--- config.mk ---
export PLATFORM = sky130hd
export DESIGN_NAME = luhn_card_number_classifier
export DESIGN_NICKNAME = d
export VERILOG_FILES = /design/src/luhn_pkg.sv /design/src/luhn_bcd_conv.sv /design/src/luhn_digit_scan.sv /design/src/luhn_card_number_classifier.sv
export VERILOG_INCLUDE_DIRS = /design/src /design/src/src
export SDC_FILE = /design/constraint.sdc
export NUM_CORES = 1
export LEC_CHECK = 0
export BUFFER_PORTS_ARGS = -buffer_cell sky130_fd_sc_hd__clkbuf_2
export CORE_MARGIN = 2
export CORE_UTILIZATION = 35
export DETAILED_ROUTE_END_ITERATION = 8
export HOLD_SLACK_MARGIN = 0.05
export PLACE_DENSITY = 0.56
export SYNTH_ARGS = -nofsm -noshare
export SYNTH_HDL_FRONTEND = slang
export SYNTH_HIERARCHICAL = 1
export SYNTH_SLANG_ARGS = --single-unit
--- constraint.sdc ---
create_clock -name clk_i -period 3.4 [get_ports clk_i]
set_input_delay 0.17 -clock clk_i [delete_from_list [all_inputs] [get_ports clk_i]]
set_output_delay 0.17 -clock clk_i [all_outputs]
set_load 0.03 [all_outputs]
--- src/luhn_card_number_classifier_macros.svh ---
// ----------------------------------------------------------------------------
// Luhn classifier assertion macros
// Shared concurrent assertion wrappers, clocked on clk_i, off during reset.
// ----------------------------------------------------------------------------
`ifndef LUHN_CARD_NUMBER_CLASSIFIER_MACROS_SVH
`define LUHN_CARD_NUMBER_CLASSIFIER_MACROS_SVH

// Same-cycle implication.
`define LUHN_ASSERT_NOW(lbl, ante, cons, msg) \
  lbl: assert property (@(posedge clk_i) disable iff (!rst_ni) (ante) |-> (cons)) \
    else $error(msg);

// Next-cycle implication.
`define LUHN_ASSERT_NXT(lbl, ante, cons, msg) \
  lbl: assert property (@(posedge clk_i) disable iff (!rst_ni) (ante) |=> (cons)) \
    else $error(msg);

`endif

--- src/luhn_pkg.sv ---
// ----------------------------------------------------------------------------
// Luhn classifier package
// Widths, brand codes and the result record shared by the classifier files.
// ----------------------------------------------------------------------------
package luhn_pkg;

  localparam int CARD_W    = 63;
  localparam int DIGITS    = 19;
  localparam int BCD_W     = 4 * DIGITS;
  localparam int BIT_CNT_W = $clog2(CARD_W);
  localparam int POS_W     = 5;

  localparam logic [BIT_CNT_W-1:0] LAST_BIT  = BIT_CNT_W'(CARD_W - 1);
  localparam logic [POS_W-1:0]     LAST_POS  = POS_W'(DIGITS);
  localparam logic [POS_W-1:0]     MAX_COUNT = POS_W'(DIGITS);

  typedef enum logic [1:0] {
    KIND_NONE   = 2'd0,
    KIND_AMEX   = 2'd1,
    KIND_MASTER = 2'd2,
    KIND_VISA   = 2'd3
  } card_kind_e;

  typedef struct packed {
    card_kind_e       kind;
    logic             ok;
    logic [POS_W-1:0] count;
    logic [7:0]       sum;
    logic [6:0]       pair;
    logic [3:0]       lead;
  } luhn_result_t;

endpackage

--- src/luhn_bcd_conv.sv ---
// ----------------------------------------------------------------------------
// Luhn binary to BCD converter
// Shift-and-add-3 conversion, one input bit per cycle, MSB first.
// ----------------------------------------------------------------------------
module luhn_bcd_conv (
  input  logic                              clk_i,
  input  logic                              rst_ni,
  input  logic                              start_i,
  input  logic [luhn_pkg::CARD_W-1:0]       bin_i,
  output logic                              done_o,
  output logic [luhn_pkg::BCD_W-1:0]        bcd_o
);
  import luhn_pkg::*;

  logic [CARD_W-1:0]    bin_q, bin_d;
  logic [BCD_W-1:0]     bcd_q, bcd_d;
  logic [BCD_W-1:0]     adj;
  logic [BIT_CNT_W-1:0] cnt_q, cnt_d;
  logic                 busy_q, busy_d;
  logic                 done_q, done_d;

  // per-digit correction before each shift
  always_comb begin
    logic [3:0] dig;
    dig = '0;
    for (int i = 0; i < DIGITS; i++) begin
      dig = bcd_q[4*i +: 4];
      adj[4*i +: 4] = (dig >= 4'd5) ? dig + 4'd3 : dig;
    end
  end

  always_comb begin
    bin_d  = bin_q;
    bcd_d  = bcd_q;
    cnt_d  = cnt_q;
    busy_d = busy_q;
    done_d = 1'b0;
    if (start_i) begin
      bin_d  = bin_i;
      bcd_d  = '0;
      cnt_d  = '0;
      busy_d = 1'b1;
    end else if (busy_q) begin
      bcd_d = {adj[BCD_W-2:0], bin_q[CARD_W-1]};
      bin_d = {bin_q[CARD_W-2:0], 1'b0};
      cnt_d = cnt_q + 1'b1;
      if (cnt_q == LAST_BIT) begin
        busy_d = 1'b0;
        done_d = 1'b1;
      end
    end
  end

  always_ff @(posedge clk_i or negedge rst_ni) begin
    if (!rst_ni) begin
      busy_q <= 1'b0;
      done_q <= 1'b0;
      cnt_q  <= '0;
    end else begin
      busy_q <= busy_d;
      done_q <= done_d;
      cnt_q  <= cnt_d;
    end
  end

  always_ff @(posedge clk_i) begin
    bin_q <= bin_d;
    bcd_q <= bcd_d;
  end

  assign done_o = done_q;
  assign bcd_o  = bcd_q;

endmodule

--- src/luhn_digit_scan.sv ---
// ----------------------------------------------------------------------------
// Luhn digit scanner
// Walks the BCD digits LSB first, one per cycle; builds sum, count, leading
// digits and the brand.
// ----------------------------------------------------------------------------
module luhn_digit_scan (
  input  logic                          clk_i,
  input  logic                          rst_ni,
  input  logic                          start_i,
  input  logic [luhn_pkg::BCD_W-1:0]    bcd_i,
  output logic                          done_o,
  output luhn_pkg::luhn_result_t        result_o
);
  import luhn_pkg::*;

  logic [BCD_W-1:0] bcd_q, bcd_d;
  logic [POS_W-1:0] pos_q, pos_d;
  logic [POS_W-1:0] count_q, count_d;
  logic [7:0]       sum_q, sum_d;
  logic [3:0]       mod_q, mod_d;
  logic [3:0]       lead_q, lead_d;
  logic [3:0]       prev_q, prev_d;
  logic [6:0]       pair_q, pair_d;
  logic             busy_q, busy_d;
  logic             done_q, done_d;

  logic [3:0] dig;
  logic [4:0] dbl;
  logic [4:0] fold;
  logic [3:0] wgt;
  logic [4:0] mod_sum;
  logic [6:0] pair_out;
  logic [3:0] lead_out;
  logic       ok;

  assign dig     = bcd_q[3:0];
  assign dbl     = {dig, 1'b0};
  assign fold    = (dbl >= 5'd10) ? dbl - 5'd9 : dbl;
  // even positions (from 1 at the LSB end) are doubled
  assign wgt     = pos_q[0] ? dig : fold[3:0];
  assign mod_sum = {1'b0, mod_q} + {1'b0, wgt};

  always_comb begin
    bcd_d   = bcd_q;
    pos_d   = pos_q;
    count_d = count_q;
    sum_d   = sum_q;
    mod_d   = mod_q;
    lead_d  = lead_q;
    prev_d  = prev_q;
    pair_d  = pair_q;
    busy_d  = busy_q;
    done_d  = 1'b0;
    if (start_i) begin
      bcd_d   = bcd_i;
      pos_d   = POS_W'(1);
      count_d = '0;
      sum_d   = '0;
      mod_d   = '0;
      lead_d  = '0;
      prev_d  = '0;
      pair_d  = '0;
      busy_d  = 1'b1;
    end else if (busy_q) begin
      bcd_d  = {4'b0000, bcd_q[BCD_W-1:4]};
      sum_d  = sum_q + {4'b0000, wgt};
      mod_d  = (mod_sum >= 5'd10) ? 4'(mod_sum - 5'd10) : mod_sum[3:0];
      prev_d = dig;
      if (dig != 4'd0) begin
        // latest nonzero digit is the most significant one so far
        count_d = pos_q;
        lead_d  = dig;
        pair_d  = ({3'b000, dig} << 3) + ({3'b000, dig} << 1) + {3'b000, prev_q};
      end
      pos_d = pos_q + 1'b1;
      if (pos_q == LAST_POS) begin
        busy_d = 1'b0;
        done_d = 1'b1;
      end
    end
  end

  always_ff @(posedge clk_i or negedge rst_ni) begin
    if (!rst_ni) begin
      busy_q <= 1'b0;
      done_q <= 1'b0;
      pos_q  <= '0;
    end else begin
      busy_q <= busy_d;
      done_q <= done_d;
      pos_q  <= pos_d;
    end
  end

  always_ff @(posedge clk_i) begin
    bcd_q   <= bcd_d;
    count_q <= count_d;
    sum_q   <= sum_d;
    mod_q   <= mod_d;
    lead_q  <= lead_d;
    prev_q  <= prev_d;
    pair_q  <= pair_d;
  end

  assign ok       = (mod_q == 4'd0);
  assign lead_out = (count_q >= POS_W'(2)) ? lead_q : 4'd0;
  assign pair_out = (count_q >= POS_W'(3)) ? pair_q : 7'd0;

  always_comb begin
    result_o.kind  = KIND_NONE;
    result_o.ok    = ok;
    result_o.count = count_q;
    result_o.sum   = sum_q;
    result_o.pair  = pair_out;
    result_o.lead  = lead_out;
    if (!ok) begin
      result_o.kind = KIND_NONE;
    end else if (count_q == POS_W'(15) && (pair_out == 7'd34 || pair_out == 7'd37)) begin
      result_o.kind = KIND_AMEX;
    end else if (count_q == POS_W'(16) && pair_out >= 7'd51 && pair_out <= 7'd55) begin
      result_o.kind = KIND_MASTER;
    end else if ((count_q == POS_W'(13) || count_q == POS_W'(16)) && lead_out == 4'd4) begin
      result_o.kind = KIND_VISA;
    end
  end

  assign done_o = done_q;

endmodule

--- src/luhn_card_number_classifier.sv ---
// ----------------------------------------------------------------------------
// Luhn card number classifier
// Path: input transaction -> bit-serial BCD converter -> digit scan -> handoff to the output register.
// Flow: one transaction at a time; the input stalls until the result is handed to the output register.
// Reset: rst_ni async active low; clears the sequencer and output valid; datapath not reset.
// ----------------------------------------------------------------------------
module luhn_card_number_classifier (
  input  logic                          clk_i,
  input  logic                          rst_ni,
  // input channel
  input  logic                          in_valid_i,
  output logic                          in_stall_o,
  input  logic [luhn_pkg::CARD_W-1:0]   card_number_i,
  // result channel
  output logic                          out_valid_o,
  input  logic                          out_stall_i,
  output logic [1:0]                    card_kind_o,
  output logic                          checksum_ok_o,
  output logic [4:0]                    digit_count_o,
  output logic [7:0]                    digit_sum_o,
  output logic [6:0]                    leading_pair_o,
  output logic [3:0]                    leading_digit_o
);
  import luhn_pkg::*;

  `include "luhn_card_number_classifier_macros.svh"

  // Sequencer: idle -> convert (binary to BCD) -> scan digits -> hand the
  // result to the output register. The output register parts the two
  // channels: a new transaction is taken while a result still waits.
  localparam logic [1:0] ST_IDLE = 2'd0;
  localparam logic [1:0] ST_CONV = 2'd1;
  localparam logic [1:0] ST_SCAN = 2'd2;
  localparam logic [1:0] ST_WAIT = 2'd3;

  logic [1:0]   state_q, state_d;
  logic         in_accept;
  logic         conv_done;
  logic [BCD_W-1:0] bcd;
  logic         scan_start;
  logic         scan_done;
  luhn_result_t scan_res;
  logic         load_out;
  logic         out_valid_q, out_valid_d;
  luhn_result_t out_q;

  assign in_stall_o = (state_q != ST_IDLE);
  assign in_accept  = in_valid_i && !in_stall_o;

  // Bit-serial conversion, MSB first.
  luhn_bcd_conv u_conv (
    .clk_i   (clk_i),
    .rst_ni  (rst_ni),
    .start_i (in_accept),
    .bin_i   (card_number_i),
    .done_o  (conv_done),
    .bcd_o   (bcd)
  );

  assign scan_start = (state_q == ST_CONV) && conv_done;

  // Digit scan, LSB first, one decimal digit per cycle.
  luhn_digit_scan u_scan (
    .clk_i    (clk_i),
    .rst_ni   (rst_ni),
    .start_i  (scan_start),
    .bcd_i    (bcd),
    .done_o   (scan_done),
    .result_o (scan_res)
  );

  // Scan result stays stable until the next start, so WAIT may hold it
  // for as long as the output side stalls.
  assign load_out = (state_q == ST_WAIT) && (!out_valid_q || !out_stall_i);

  always_comb begin
    state_d = state_q;
    case (state_q)
      ST_IDLE: begin
        if (in_accept) state_d = ST_CONV;
      end
      ST_CONV: begin
        if (conv_done) state_d = ST_SCAN;
      end
      ST_SCAN: begin
        if (scan_done) state_d = ST_WAIT;
      end
      ST_WAIT: begin
        if (load_out) state_d = ST_IDLE;
      end
      default: state_d = ST_IDLE;
    endcase
  end

  always_comb begin
    out_valid_d = out_valid_q;
    if (load_out) begin
      out_valid_d = 1'b1;
    end else if (!out_stall_i) begin
      out_valid_d = 1'b0;
    end
  end

  always_ff @(posedge clk_i or negedge rst_ni) begin
    if (!rst_ni) begin
      state_q     <= ST_IDLE;
      out_valid_q <= 1'b0;
    end else begin
      state_q     <= state_d;
      out_valid_q <= out_valid_d;
    end
  end

  always_ff @(posedge clk_i) begin
    if (load_out) begin
      out_q <= scan_res;
    end
  end

  assign out_valid_o     = out_valid_q;
  assign card_kind_o     = out_q.kind;
  assign checksum_ok_o   = out_q.ok;
  assign digit_count_o   = out_q.count;
  assign digit_sum_o     = out_q.sum;
  assign leading_pair_o  = out_q.pair;
  assign leading_digit_o = out_q.lead;

  `LUHN_ASSERT_NOW(a_conv_done_in_conv, conv_done, state_q == ST_CONV, "conv done outside CONV")
  `LUHN_ASSERT_NOW(a_scan_done_in_scan, scan_done, state_q == ST_SCAN, "scan done outside SCAN")
  `LUHN_ASSERT_NXT(a_accept_starts_conv, in_accept, state_q == ST_CONV, "accept did not start conv")
  `LUHN_ASSERT_NOW(a_kind_needs_ok, out_valid_q && out_q.kind != KIND_NONE, out_q.ok, "brand on bad checksum")
  `LUHN_ASSERT_NOW(a_count_range, out_valid_q, out_q.count <= MAX_COUNT, "digit count out of range")

endmodule
# --- Word-level counts from Yosys, hierarchy flattened ---
# Index checks and enable logic that the tools add are counted.
word_totals:
  register_bits: 292
  input_bits: 67
  elab_cells: 169
op_classes:
  addsub: 27
  order_cmp: 25
  eq_ne: 16
  muxes: 54
  n_bitwise: 1
  reduce_logical: 22
ops:
  columns: ["op", "n"]
  rows:
  - ["$mux W76", 2]
  - ["$mux W63", 2]
  - ["$mux W4", 22]
  - ["$ge A4 B3 Y1 const B", 19]
  - ["$add A4 B2 Y4 const B", 18]
  - ["$mux W1", 15]
  - ["$eq A7 B6 Y1 const B", 2]
  - ["$mux W2", 6]
  - ["$mux W6", 2]
  - ["$eq A5 B4 Y1 const B", 2]
  - ["$eq A5 B5 Y1 const B", 2]
  - ["$ge A5 B2 Y1 const B", 2]
  - ["$ge A5 B4 Y1 const B", 2]
  - ["$mux W5", 2]
  - ["$add A8 B4 Y8", 1]
  - ["$pmux W2 S4", 1]
  - ["$sub A4 B4 Y4 const B", 2]
  - ["$add A7 B4 Y7", 1]
  - ["$add A7 B5 Y7", 1]
  - ["$ge A7 B6 Y1 const B", 1]
  - ["$le A7 B6 Y1 const B", 1]
  - ["$logic_and A1 B1 Y1", 7]
  - ["$mux W7", 1]
  - ["$add A6 B1 Y6 const B", 1]
  - ["20 further kinds", 30]

# --- Logic depth before layout (Yosys ltp) ---
# Gate-level depths: netlist of the first run.
logic_depth:
  depth_word: 7
  mapped_depth: 16
  ltp_nobuf: 16

# --- Cells and area by module ---
# Netlist of the first run, hierarchy kept.
modules_own_cells:
  columns: ["module", "n_inst", "cells_per_inst", "area_each_um2", "seq_area_each_um2"]
  rows:
  - ["luhn_bcd_conv", 1, 759, 7621.1, 3613.5]
  - ["luhn_digit_scan", 1, 429, 5497.8, 3098.0]
  - ["luhn_card_number_classifier", 1, 48, 1063.5, 885.8]

# --- Least setup slack after synthesis of the first run ---
# Ideal clock, no wire load.
synth_path:
  kind: "flip-flop to flip-flop"
  from: "register u_scan.bcd_q[0]"
  to: "register u_scan.mod_q[1]"
  t_arrival_ns: 3.209
  slack_ns: 0.103
  path_stages_with_launch: 15
  n_path_buf: 0
  synth_period_minus_slack_ns: 3.297
  cell_sequence: "edfxtp_1 > inv_1 > ha_1 > nand2b_1 > a21oi_1 > mux2_2 > o21ai_0 > ha_1 > xnor2_1 > inv_1 > ha_1 > o31a_4 > o211ai_2 > or3_1 > a311oi_2"
synth_via:
  elab_chain_len: 6
synth_lines:
  columns: ["element", "line_no", "source"]
  rows:
  - ["start, declared", "luhn_digit_scan.sv:16", "logic [BCD_W-1:0] bcd_q, bcd_d;"]
  - ["start signal, assigned", "luhn_digit_scan.sv:96", "bcd_q <= bcd_d;"]
  - ["$sub A4 B4 Y4 or $ge A5 B4 Y1 (tied branches)", "luhn_digit_scan.sv:38", "assign fold = (dbl >= 5'd10) ? dbl - 5'd9 : dbl;"]
  - ["$mux W4", "luhn_digit_scan.sv:38", null]
  - ["$mux W4 *", "luhn_digit_scan.sv:40", "assign wgt = pos_q[0] ? dig : fold[3:0];"]
  - ["$add A4 B4 Y5 *", "luhn_digit_scan.sv:41", "assign mod_sum = {1'b0, mod_q} + {1'b0, wgt};"]
  - ["$sub A4 B4 Y4 or $ge A5 B4 Y1 (tied branches)", "luhn_digit_scan.sv:67", "mod_d = (mod_sum >= 5'd10) ? 4'(mod_sum - 5'd10) : mod_sum[3:0];"]
  - ["$mux W4 *", "luhn_digit_scan.sv:67", null]
  - ["end signal, assigned", "luhn_digit_scan.sv:99", "mod_q <= mod_d;"]
  - ["end, declared", "luhn_digit_scan.sv:20", "logic [3:0] mod_q, mod_d;"]
# Every way passes the cells marked *; elsewhere a longest branch is shown, timed or not.
# A chain may end at the register's enable or synchronous reset.

# --- Worst setup path in the final report of the first run ---
# Same ends and word-level chain as after synthesis.

==> flow_summary_export.csv, run 1 <==
group,metric,value,unit
logic_synthesis,synth_edf_count,166,
power,powerDensity,424,nW/um^2
drt,drc_errors,0,
logic_synthesis,synth.distinct_cells,64,
sta,fmax,310,MHz
placement,place.gp.congestion,0.779,
power,power.leakage,0.00600,uW
sta,finalCritPeriodShare,0.950,
floorplanning,die_x,205,microns
global_route,grt_max_degree,87,
placement,dp.final_hpwl,18000,microns
floorplanning,ioPinCount,96,
final_layout,layout.cells.non_filler,1944,
sta,drv_slew,0,
drt,route.vias.total,9807,
floorplanning,dieArea,42100,sq um
sta,holdWs,0.122,ns
logic_synthesis,yosysWarnings,6,
placement,port_buffers,95,
logic_synthesis,synth_seq_area_share,0.536,
worst_setup_path,crit_type,"flop to flop",
final_layout,nNetsFinal,1527,
global_route,grt_pass1_wl,46800,microns
run_status,status,"complete, no violations",
global_route,grt_pass1_vias,9485,
sta,fin_ws,0.171,ns
sta,skew,0.0208,ns
sta,finalCriticalPeriod,3.23,ns
worst_setup_path,startpoint_type,"flop",
drt,wirelength,28300,microns
clocking,ctsRootBufferMaster,"clkbuf_16",
worst_setup_path,path_delay_family,"adder cells",
clocking,cts_made_buffers,31,
floorplanning,die_h,205,microns
drt,ant_nets,0,
logic_synthesis,syn_nets,1370,
worst_setup_path,worstSetupStartpoint,"u_scan/bcd_q[0]",
clocking,clock-sinks,292,
run,maxCapViolCount,0,
worst_setup_path,cpPeakStageDelay,0.38,ns
worst_setup_path,crit_arrival,3.70,ns
sta,worst_slew_pin_slew,1.01,ns
power,vdd_ir_drop_max,0.359,mV
floorplanning,core_area,39800,sq um
worst_setup_path,cp-end-kind,"flop",
drt,wl_per_cell,14.5,microns
worst_setup_path,path_buf_inv,4,
clocking,clkLatencyLatePin,0.58,ns
logic_synthesis,synth_area,14200,sq um
logic_synthesis,synth_cells,1236,
final_layout,drive_above_1_share,0.252,
worst_setup_path,r2r-start,"u_scan/bcd_q[0]",
logic_synthesis,async_flop_share,0.0616,
clocking,clockBufferDepth,3,
global_route,track_usage,0.133,
sta,hold_violations,0,
worst_setup_path,path_max_fanout,4,
drt,vias_per_cell,5.04,
worst_setup_path,path_cells,"inv_2, ha_2, nand2b_1, a21oi_2, buf_4, mux2i_1, ha_1, inv_1, fa_2, xnor2_2, inv_1, ha_2, o31a_4, o211ai_2, or3_1, a311oi_2",
min_path,min_path_type,"primary input to async pin",
clocking,cts.clk_slew.worst_paths,0.06,ns
logic_synthesis,avgSynthCellArea,11.5,sq um
clocking,cts_tree,"built",
worst_setup_path,crit_path_top_delay_cell,"edfxtp_1",
sta,slew_headroom,0.321,
sta,setup_viol,0,
drt,drt_iter0_markers,597,
global_route,grt_antenna_before_repair,0,
power,finalPower,7210,uW
final_layout,area_growth,19.8,%
final_layout,post-route-util,0.426,
drt,dr.pass1.iters,6,
floorplanning,start_util,0.356,
floorplanning,fp-row-count,73,
global_route,grt_overflow,0,
worst_setup_path,critPathRequiredTime,3.88,ns
clocking,htreeDepth,1,
placement,place_inst,1818,
logic_synthesis,synthFlopType,"edfxtp_1",
logic_synthesis,synth-seq-cells,292,
placement,place_ws,-0.0808,ns
-- synthesized netlist by cell type (12+ instances only) --
library cell | n | share of area
dfrtp_1 | 18 | 0.032
or3_1 | 20 | 0.0088
ha_1 | 63 | 0.056
nand2_1 | 76 | 0.020
o22a_2 | 17 | 0.012
o21ai_1 | 36 | 0.013
a21oi_1 | 88 | 0.031
o21ai_0 | 45 | 0.016
buf_2 | 30 | 0.011
o32ai_1 | 18 | 0.011
inv_1 | 88 | 0.023
nand3_1 | 23 | 0.0081
nor2_1 | 63 | 0.017
nand4_1 | 24 | 0.011
a311oi_1 | 17 | 0.010
o22ai_1 | 18 | 0.0079
clkbuf_1 | 18 | 0.0048
mux2_2 | 135 | 0.11
a21bo_2 | 18 | 0.013
nor2b_1 | 12 | 0.0053
dfxtp_1 | 108 | 0.15
nor3_1 | 19 | 0.0067
edfxtp_1 | 166 | 0.35
-- routing by layer --
metal / global-route usage / up-vias / share of wire
met3: 0.0203 / 38 / 0.030
met5: 0 / - / 0
met2: 0.225 / 131 / 0.48
li1: - / 4877 / -
met1: 0.175 / 4761 / 0.46
met4: 0.0385 / 0 / 0.021
-- final timing paths --
kind | endpoint | slack (ns) | cells past startpoint
max reg2reg | u_scan/mod_q[1] | 0.17 | 16
min in group clk_i | u_conv/bin_q[0] | 0.42 | 3
min reg2reg | digit_sum_o[7] | 0.46 | 0
min | u_scan/pos_q[0] | 0.12 | 2
max in group asynchronous | u_conv/busy_q | 2.87 | 2
max | u_scan/mod_q[1] | 0.17 | 16
-- what timing repair did --
| action | CTS | global route |
|---|---|---|
| endpoints found under the setup margin | 2 | 3 |
| gates resized for setup | 2 | 8 |
| buffers inserted | 0 | 1 |
| endpoints found under the hold margin | 83 | 0 |
| hold buffers | 66 | 0 |
| pin swaps | 0 | 2 |
-- power breakdown --
group	switching (uW)	internal [uW]
Combinational	28.0	75.9
Sequential	0	3700
Clock	1380	2030
-- through the flow --
step	setup TNS, ns	instance area [sq um]
after CTS	0	16900
after global placement	0	15200
final	0	17000
after global routing	-0.0351	17000
after detailed placement	-0.102	15200
after floorplan	0	14200
-- cell usage in the layout (no fill, tap or decap), drive strengths merged, types with 20 or more instances in the layout --
cell type	Yosys	final
ha	63	63
or3	20	20
inv	89	90
nor3	20	20
nand2	76	76
mux2	136	136
o21ai	81	81
edfxtp	166	166
dfxtp	108	108
dlygate4sd3	0	66
nand4	24	24
nor2	63	63
nand3	24	24
a21oi	88	88
clkbuf	18	135
-- kinds of logic (layout without fill, tap and decap cells) --
logic type / after synthesis / count (layout) / synth area share
DFF: 292 / 292 / 0.536
muxes: 145 / 145 / 0.115
and+or+nand+nor: 280 / 280 / 0.100
adders and majority gates: 67 / 67 / 0.0612
AOI/OAI and AO/OA: 290 / 290 / 0.136
other: 0 / 1 / 0
buffers and inverters: 145 / 327 / 0.0423
xor gates and xnor gates: 17 / 17 / 0.0105
-- state kept, by name, summed over array words and instances (netlist names), 5 cells and up --
name	count
u_scan/bcd_q	76
u_scan/count_q	5
u_conv/cnt_q	6
u_conv/bcd_o	76
leading_pair_o	7
u_conv/bin_q	63
u_scan/pair_q	7
u_scan/pos_q	5
digit_sum_o	8
u_scan/sum_q	8
digit_count_o	5
-- layout make-up --
class                           instances  area [sq um]
Timing Repair Buffer                  180          1330
Clock buffer                           40           840
Fill cell                            3786         22800
Antenna cell                            1          2.50
Clock inverter                         18           188
Multi-Input combinational cell        799          6030
Sequential cell                       292          7600
Inverter                               89           334
Tap cell                              525           657
Power figures use the tool's default switching activity.
==> run 2, diff against run 1 <==
--- a/config.mk
+++ b/config.mk
@@ -11,7 +11,7 @@
 export CORE_UTILIZATION = 35
 export DETAILED_ROUTE_END_ITERATION = 8
 export HOLD_SLACK_MARGIN = 0.05
-export PLACE_DENSITY = 0.56
+export PLACE_DENSITY = 0.54
 export SYNTH_ARGS = -nofsm -noshare
 export SYNTH_HDL_FRONTEND = slang
 export SYNTH_HIERARCHICAL = 1
==> constraint.sdc (replaced) <==
create_clock -name clk_i -period 3.55 [get_ports clk_i]
set_input_delay 0.1775 -clock clk_i [delete_from_list [all_inputs] [get_ports clk_i]]
set_output_delay 0.1775 -clock clk_i [all_outputs]
set_load 0.03 [all_outputs]
==> flow_summary_export.csv, run 2 (synthesis results as in run 1) <==
group,metric,value,unit
sta,worst_slew_pin_slew,0.984,ns
clocking,clkLatencyLatePin,0.57,ns
final_layout,nNetsFinal,1525,
worst_setup_path,critPathRequiredTime,4.03,ns
global_route,grt_overflow,0,
floorplanning,core_area,39800,sq um
global_route,track_usage,0.134,
final_layout,post-route-util,0.427,
power,swShare,0.192,
power,powerDensity,415,nW/um^2
drt,route.vias.total,9784,
global_route,use_met3,0.0217,
final_layout,layout.cells.non_filler,1942,
final_layout,ff_latch_area,7600,sq um
global_route,grt_busiest_layer,"met2",
sta,fin_ws,0.219,ns
power,internal_power,5690,uW
power,switching_power,1350,uW
global_route,met1_usage,0.172,
floorplanning,start_util,0.356,
worst_setup_path,cpPeakStageDelay,0.42,ns
placement,place_ws,-0.0265,ns
floorplanning,die_h,205,microns
placement,port_buffers,95,
sta,skew,0.0111,ns
final_layout,final_common_cell,"edfxtp_1",
run,maxCapViolCount,0,
final_layout,layout_common_cells,"edfxtp_1, mux2_2, dfxtp_1",
placement,dpl_cell_area,15200,sq um
clocking,cts.clk_slew.worst_paths,0.06,ns
sta,setup_viol,0,
power,vdd_ir_drop_max,0.298,mV
worst_setup_path,cp-end-kind,"flop",
drt,drt_iter0_markers,474,
floorplanning,dieArea,42100,sq um
run_status,status,"complete, no violations",
worst_setup_path,path_max_fanout,4,
drt,wirelength,28100,microns
floorplanning,die_x,205,microns
global_route,grt_pass1_vias,9697,
floorplanning,ioPinCount,96,
power,power.leakage,0.00604,uW
sta,slew_headroom,0.339,
placement,dp.final_hpwl,17700,microns
sta,hold_violations,0,
power,sequentialPowerShare,0.502,
clocking,htreeDepth,1,
clocking,clockBufferDepth,3,
final_layout,final_area,17000,sq um
global_route,grt_max_degree,157,
sta,finalCriticalPeriod,3.33,ns
clocking,cts_made_buffers,31,
clocking,clock-sinks,292,
worst_setup_path,reg2reg_setup_slack,0.22,ns
global_route,grt_antenna_before_repair,0,
final_layout,area_growth,19.8,%
power,clkPwrFrac,0.483,
final_layout,fill_cells,3794,
drt,ant_nets,0,
clocking,cts_tree,"built",
drt,dr.pass1.iters,5,
sta,fmax,300,MHz
placement,place.gp.congestion,0.725,
global_route,grtUsageMet2,0.233,
clocking,ctsRootBufferMaster,"clkbuf_16",
worst_setup_path,cp_common_cell,"ha_1",
power,p_comb_frac,0.014,
final_layout,drive_above_1_share,0.253,
global_route,grt_pass1_wl,47300,microns
sta,finalCritPeriodShare,0.938,
drt,vias_per_cell,5.04,
worst_setup_path,crit_path_top_delay_cell,"edfxtp_1",
worst_setup_path,r2r-start,"u_scan/bcd_q[0]",
min_path,min_path_type,"primary input to async pin",
worst_setup_path,startpoint_type,"flop",
sta,rsz0062_at_grt,"false",
drt,wl_per_cell,14.5,microns
floorplanning,fp-row-count,73,
final_layout,multi_input_area,6010,sq um
placement,place_inst,1817,
worst_setup_path,crit_arrival,3.81,ns
worst_setup_path,path_cells,"inv_1, ha_1, nand2b_1, a21oi_2, mux2_2, o21ai_2, ha_1, xnor2_2, inv_1, ha_1, o31a_4, o211ai_2, or3_1, a311oi_2",
worst_setup_path,worstSetupStartpoint,"u_scan/bcd_q[0]",
worst_setup_path,crit_type,"flop to flop",
drt,drc_errors,0,
sta,drv_slew,0,
==> run 2: area by class of cell <==
type	instances	area share
Timing Repair Buffer	178	0.0759
Sequential cell	292	0.447
Clock buffer	44	0.0538
Clock inverter	14	0.0107
Tap cell	525	0.0387
Inverter	89	0.0197
Multi-Input combinational cell	799	0.354
Antenna cell	1	0.000147
==> run 2: path summary, 6_finish.rpt <==
kind                                          to  cells after the start
min in group clk_i                   out_valid_o                      3
max in group asynchronous          u_conv/busy_q                      2
worst max register to register   u_scan/mod_q[1]                     14
worst max-delay path             u_scan/mod_q[1]                     14
worst min register to register  u_scan/lead_q[2]                      2
worst min-delay path             u_scan/pos_q[0]                      2
==> run 2: repair_timing <==
item / in CTS / in global routing
endpoints found under the hold margin: 83 / 0
resized for setup: 2 / 2
setup endpoints to repair: 1 / 2
pin swaps: 0 / 0
hold buffers: 66 / 0
buffers inserted: 0 / 0
==> run 2: per-stage QoR <==
stage | hold WS [ns] | setup TNS, ns | total power, uW
4_1_cts | 0.121 | 0 | 7170
2_1_floorplan | -0.118 | 0 | 3610
5_1_grt | 0.161 | 0 | 7290
3_3_place_gp | 0.187 | 0 | 3650
3_5_place_dp | 0.189 | -0.0265 | 3650
6_report | 0.128 | 0 | 7040
==> run 2: metal layers <==
| layer | vias up | share of wire |
|---|---|---|
| met5 | - | 0 |
| met4 | 0 | 0.020 |
| met3 | 36 | 0.036 |
| met2 | 151 | 0.49 |
| met1 | 4720 | 0.45 |
| li1 | 4877 | - |
==> run 2: power by group through the flow <==
stage               Sequential (uW)  Clock (uW)  Combinational (uW)
finish                         3540        3400                 100
global route                   3540        3640                 107
CTS                            3540        3530                 101
detailed placement             3610           0                40.8
global placement               3610           0                40.7
floorplan                      3610           0               0.579
==> run 2: critical path, delay by kind of cell (launching register included) <==
family                   cells  cell delay [ns]
flip-flops                   1             0.42
AND/OR/NAND/NOR              2             0.42
AO/OA/AOI/OAI                5             0.90
XOR/XNOR                     1             0.19
buffers and inverters        2             0.20
adder cells (fa/ha/maj)      3             0.75
multiplexers                 1             0.36
==> run 3, diff against run 2 <==
--- a/config.mk
+++ b/config.mk
@@ -7,6 +7,7 @@
 export NUM_CORES = 1
 export LEC_CHECK = 0
 export BUFFER_PORTS_ARGS = -buffer_cell sky130_fd_sc_hd__clkbuf_2
+export CORE_ASPECT_RATIO = 1.75
 export CORE_MARGIN = 2
 export CORE_UTILIZATION = 35
 export DETAILED_ROUTE_END_ITERATION = 8
==> flow_summary_export.csv, run 3 (synthesis results as in run 1) <==
group,metric,value,unit
power,power.leakage,0.00595,uW
run,maxCapViolCount,0,
global_route,grt_pass1_vias,9994,
sta,fin_tns_setup,0,ns
placement,port_buffers,95,
final_layout,post-route-util,0.420,
floorplanning,die_x,156,microns
worst_setup_path,critPathRequiredTime,4.02,ns
clocking,htreeDepth,1,
sta,finalCritPeriodShare,0.938,
final_layout,drive_above_1_share,0.245,
floorplanning,core_area,40100,sq um
global_route,grt_pass1_wl,49300,microns
worst_setup_path,startpoint_type,"flop",
sta,slew_headroom,0.279,
sta,fmax,300,MHz
worst_setup_path,cp-end-kind,"flop",
min_path,min_path_type,"primary input to async pin",
clocking,cts.clk_slew.worst_paths,0.07,ns
drt,wirelength,30000,microns
drt,drc_errors,0,
sta,setup_viol,0,
drt,dr.pass1.iters,4,
sta,skew,0.0171,ns
final_layout,antenna_cells,0,
floorplanning,fp-row-count,97,
clocking,clockBufferDepth,3,
clocking,cts_tree,"built",
sta,worst_slew_pin_slew,1.07,ns
clocking,clock-sinks,292,
worst_setup_path,crit_type,"flop to flop",
sta,rsz0062_at_grt,"false",
final_layout,area_growth,18.6,%
clocking,cts_setup_buffers,0,
floorplanning,dieArea,42200,sq um
sta,drv_slew,0,
final_layout,nNetsFinal,1521,
floorplanning,start_util,0.354,
global_route,grt_antenna_before_repair,0,
placement,place.gp.congestion,0.768,
global_route,grt_overflow,0,
drt,drt_iter0_markers,422,
sta,finalCriticalPeriod,3.33,ns
placement,dp.final_hpwl,19800,microns
global_route,grt_max_degree,137,
run_status,status,"complete, no violations",
worst_setup_path,path_max_fanout,4,
floorplanning,ioPinCount,96,
final_layout,final_common_cell,"edfxtp_1",
sta,hold_violations,0,
final_layout,layout_common_cells,"edfxtp_1, mux2_2, dfxtp_1",
floorplanning,die_h,270,microns
drt,ant_nets,0,
worst_setup_path,crit_arrival,3.80,ns
sta,holdWs,0.126,ns
clocking,ctsRootBufferMaster,"clkbuf_16",
power,powerDensity,398,nW/um^2
drt,vias_per_cell,5.17,
drt,route.vias.total,9844,
drt,wl_per_cell,15.7,microns
power,vdd_ir_drop_max,0.354,mV
global_route,track_usage,0.141,
clocking,cts_made_buffers,29,
clocking,clkLatencyLatePin,0.57,ns
==> run 3: cell count changes in the layout (fill, tap and decap cells not counted), moves of 3 or more <==
| cell | change |
|---|---|
| buf_12 | +3 |
| buf_4 | -5 |
| bufinv_16 | -3 |
| clkbuf_1 | +5 |
| clkbuf_8 | -4 |
==> run 3: path summary, 6_finish.rpt <==
kind | start | end | slack, ns | cells past startpoint
max in group asynchronous | rst_ni | u_conv/busy_q | 3.03 | 2
worst max register to register | u_scan/bcd_q[0] | u_scan/mod_q[1] | 0.22 | 14
worst min register to register | u_scan/sum_q[7] | digit_sum_o[7] | 0.46 | 0
min in group clk_i | out_stall_i | out_valid_o | 0.44 | 3
worst max-delay path | u_scan/bcd_q[0] | u_scan/mod_q[1] | 0.22 | 14
worst min-delay path | rst_ni | u_conv/cnt_q[4] | 0.13 | 2
==> run 3: worst max-delay path, stage by stage, from the launching register on <==
cell,delay (ns)
edfxtp_1,0.41
inv_1,0.13
ha_1,0.18
nand2b_1,0.07
a21oi_2,0.20
mux2_2,0.35
o21ai_1,0.22
ha_1,0.34
xnor2_2,0.19
inv_1,0.07
ha_1,0.22
o31a_4,0.19
o211ai_2,0.12
or3_1,0.34
a311oi_2,0.23
==> run 3: layer usage <==
| metal | up-vias | wire length (microns) | track usage |
|---|---|---|---|
| met5 | - | 0 | 0 |
| met3 | 51 | 1030 | 0.0193 |
| met4 | 0 | 875 | 0.0497 |
| met2 | 192 | 16500 | 0.280 |
| li1 | 4855 | - | - |
| met1 | 4746 | 11600 | 0.149 |
==> run 3: report_power, final <==
part,switching (uW),internal [uW]
sequential,0,3540
combinational,26.8,72.8
clock,1320,1730
==> run 3: cell type report <==
| cell class | count | area, sq um |
|---|---|---|
| fill | 3779 | 23200 |
| sequential | 292 | 7600 |
| multi-input combinational | 799 | 6010 |
| timing repair buffer | 176 | 1310 |
| clock buffer | 44 | 853 |
| tap | 495 | 619 |
| inverter | 89 | 334 |
| clock inverter | 10 | 88.8 |
==> run 3: what timing repair did <==
action	4_1_cts	5_1_grt
endpoints found under the hold margin	83	0
setup endpoints to repair	0	3
hold buffers	66	0
gates resized for setup	0	3
==> run 3: per-stage QoR <==
stage	power (uW)	setup slack (ns)	area (sq um)	instances
floorplan	3610	0.253	14200	1236
global placement	3650	0.131	15200	1785
detailed placement	3650	0.0531	15200	1785
CTS	6810	0.0346	16800	1905
global route	6940	0.00157	16800	1905
finish	6690	0.219	16800	1905
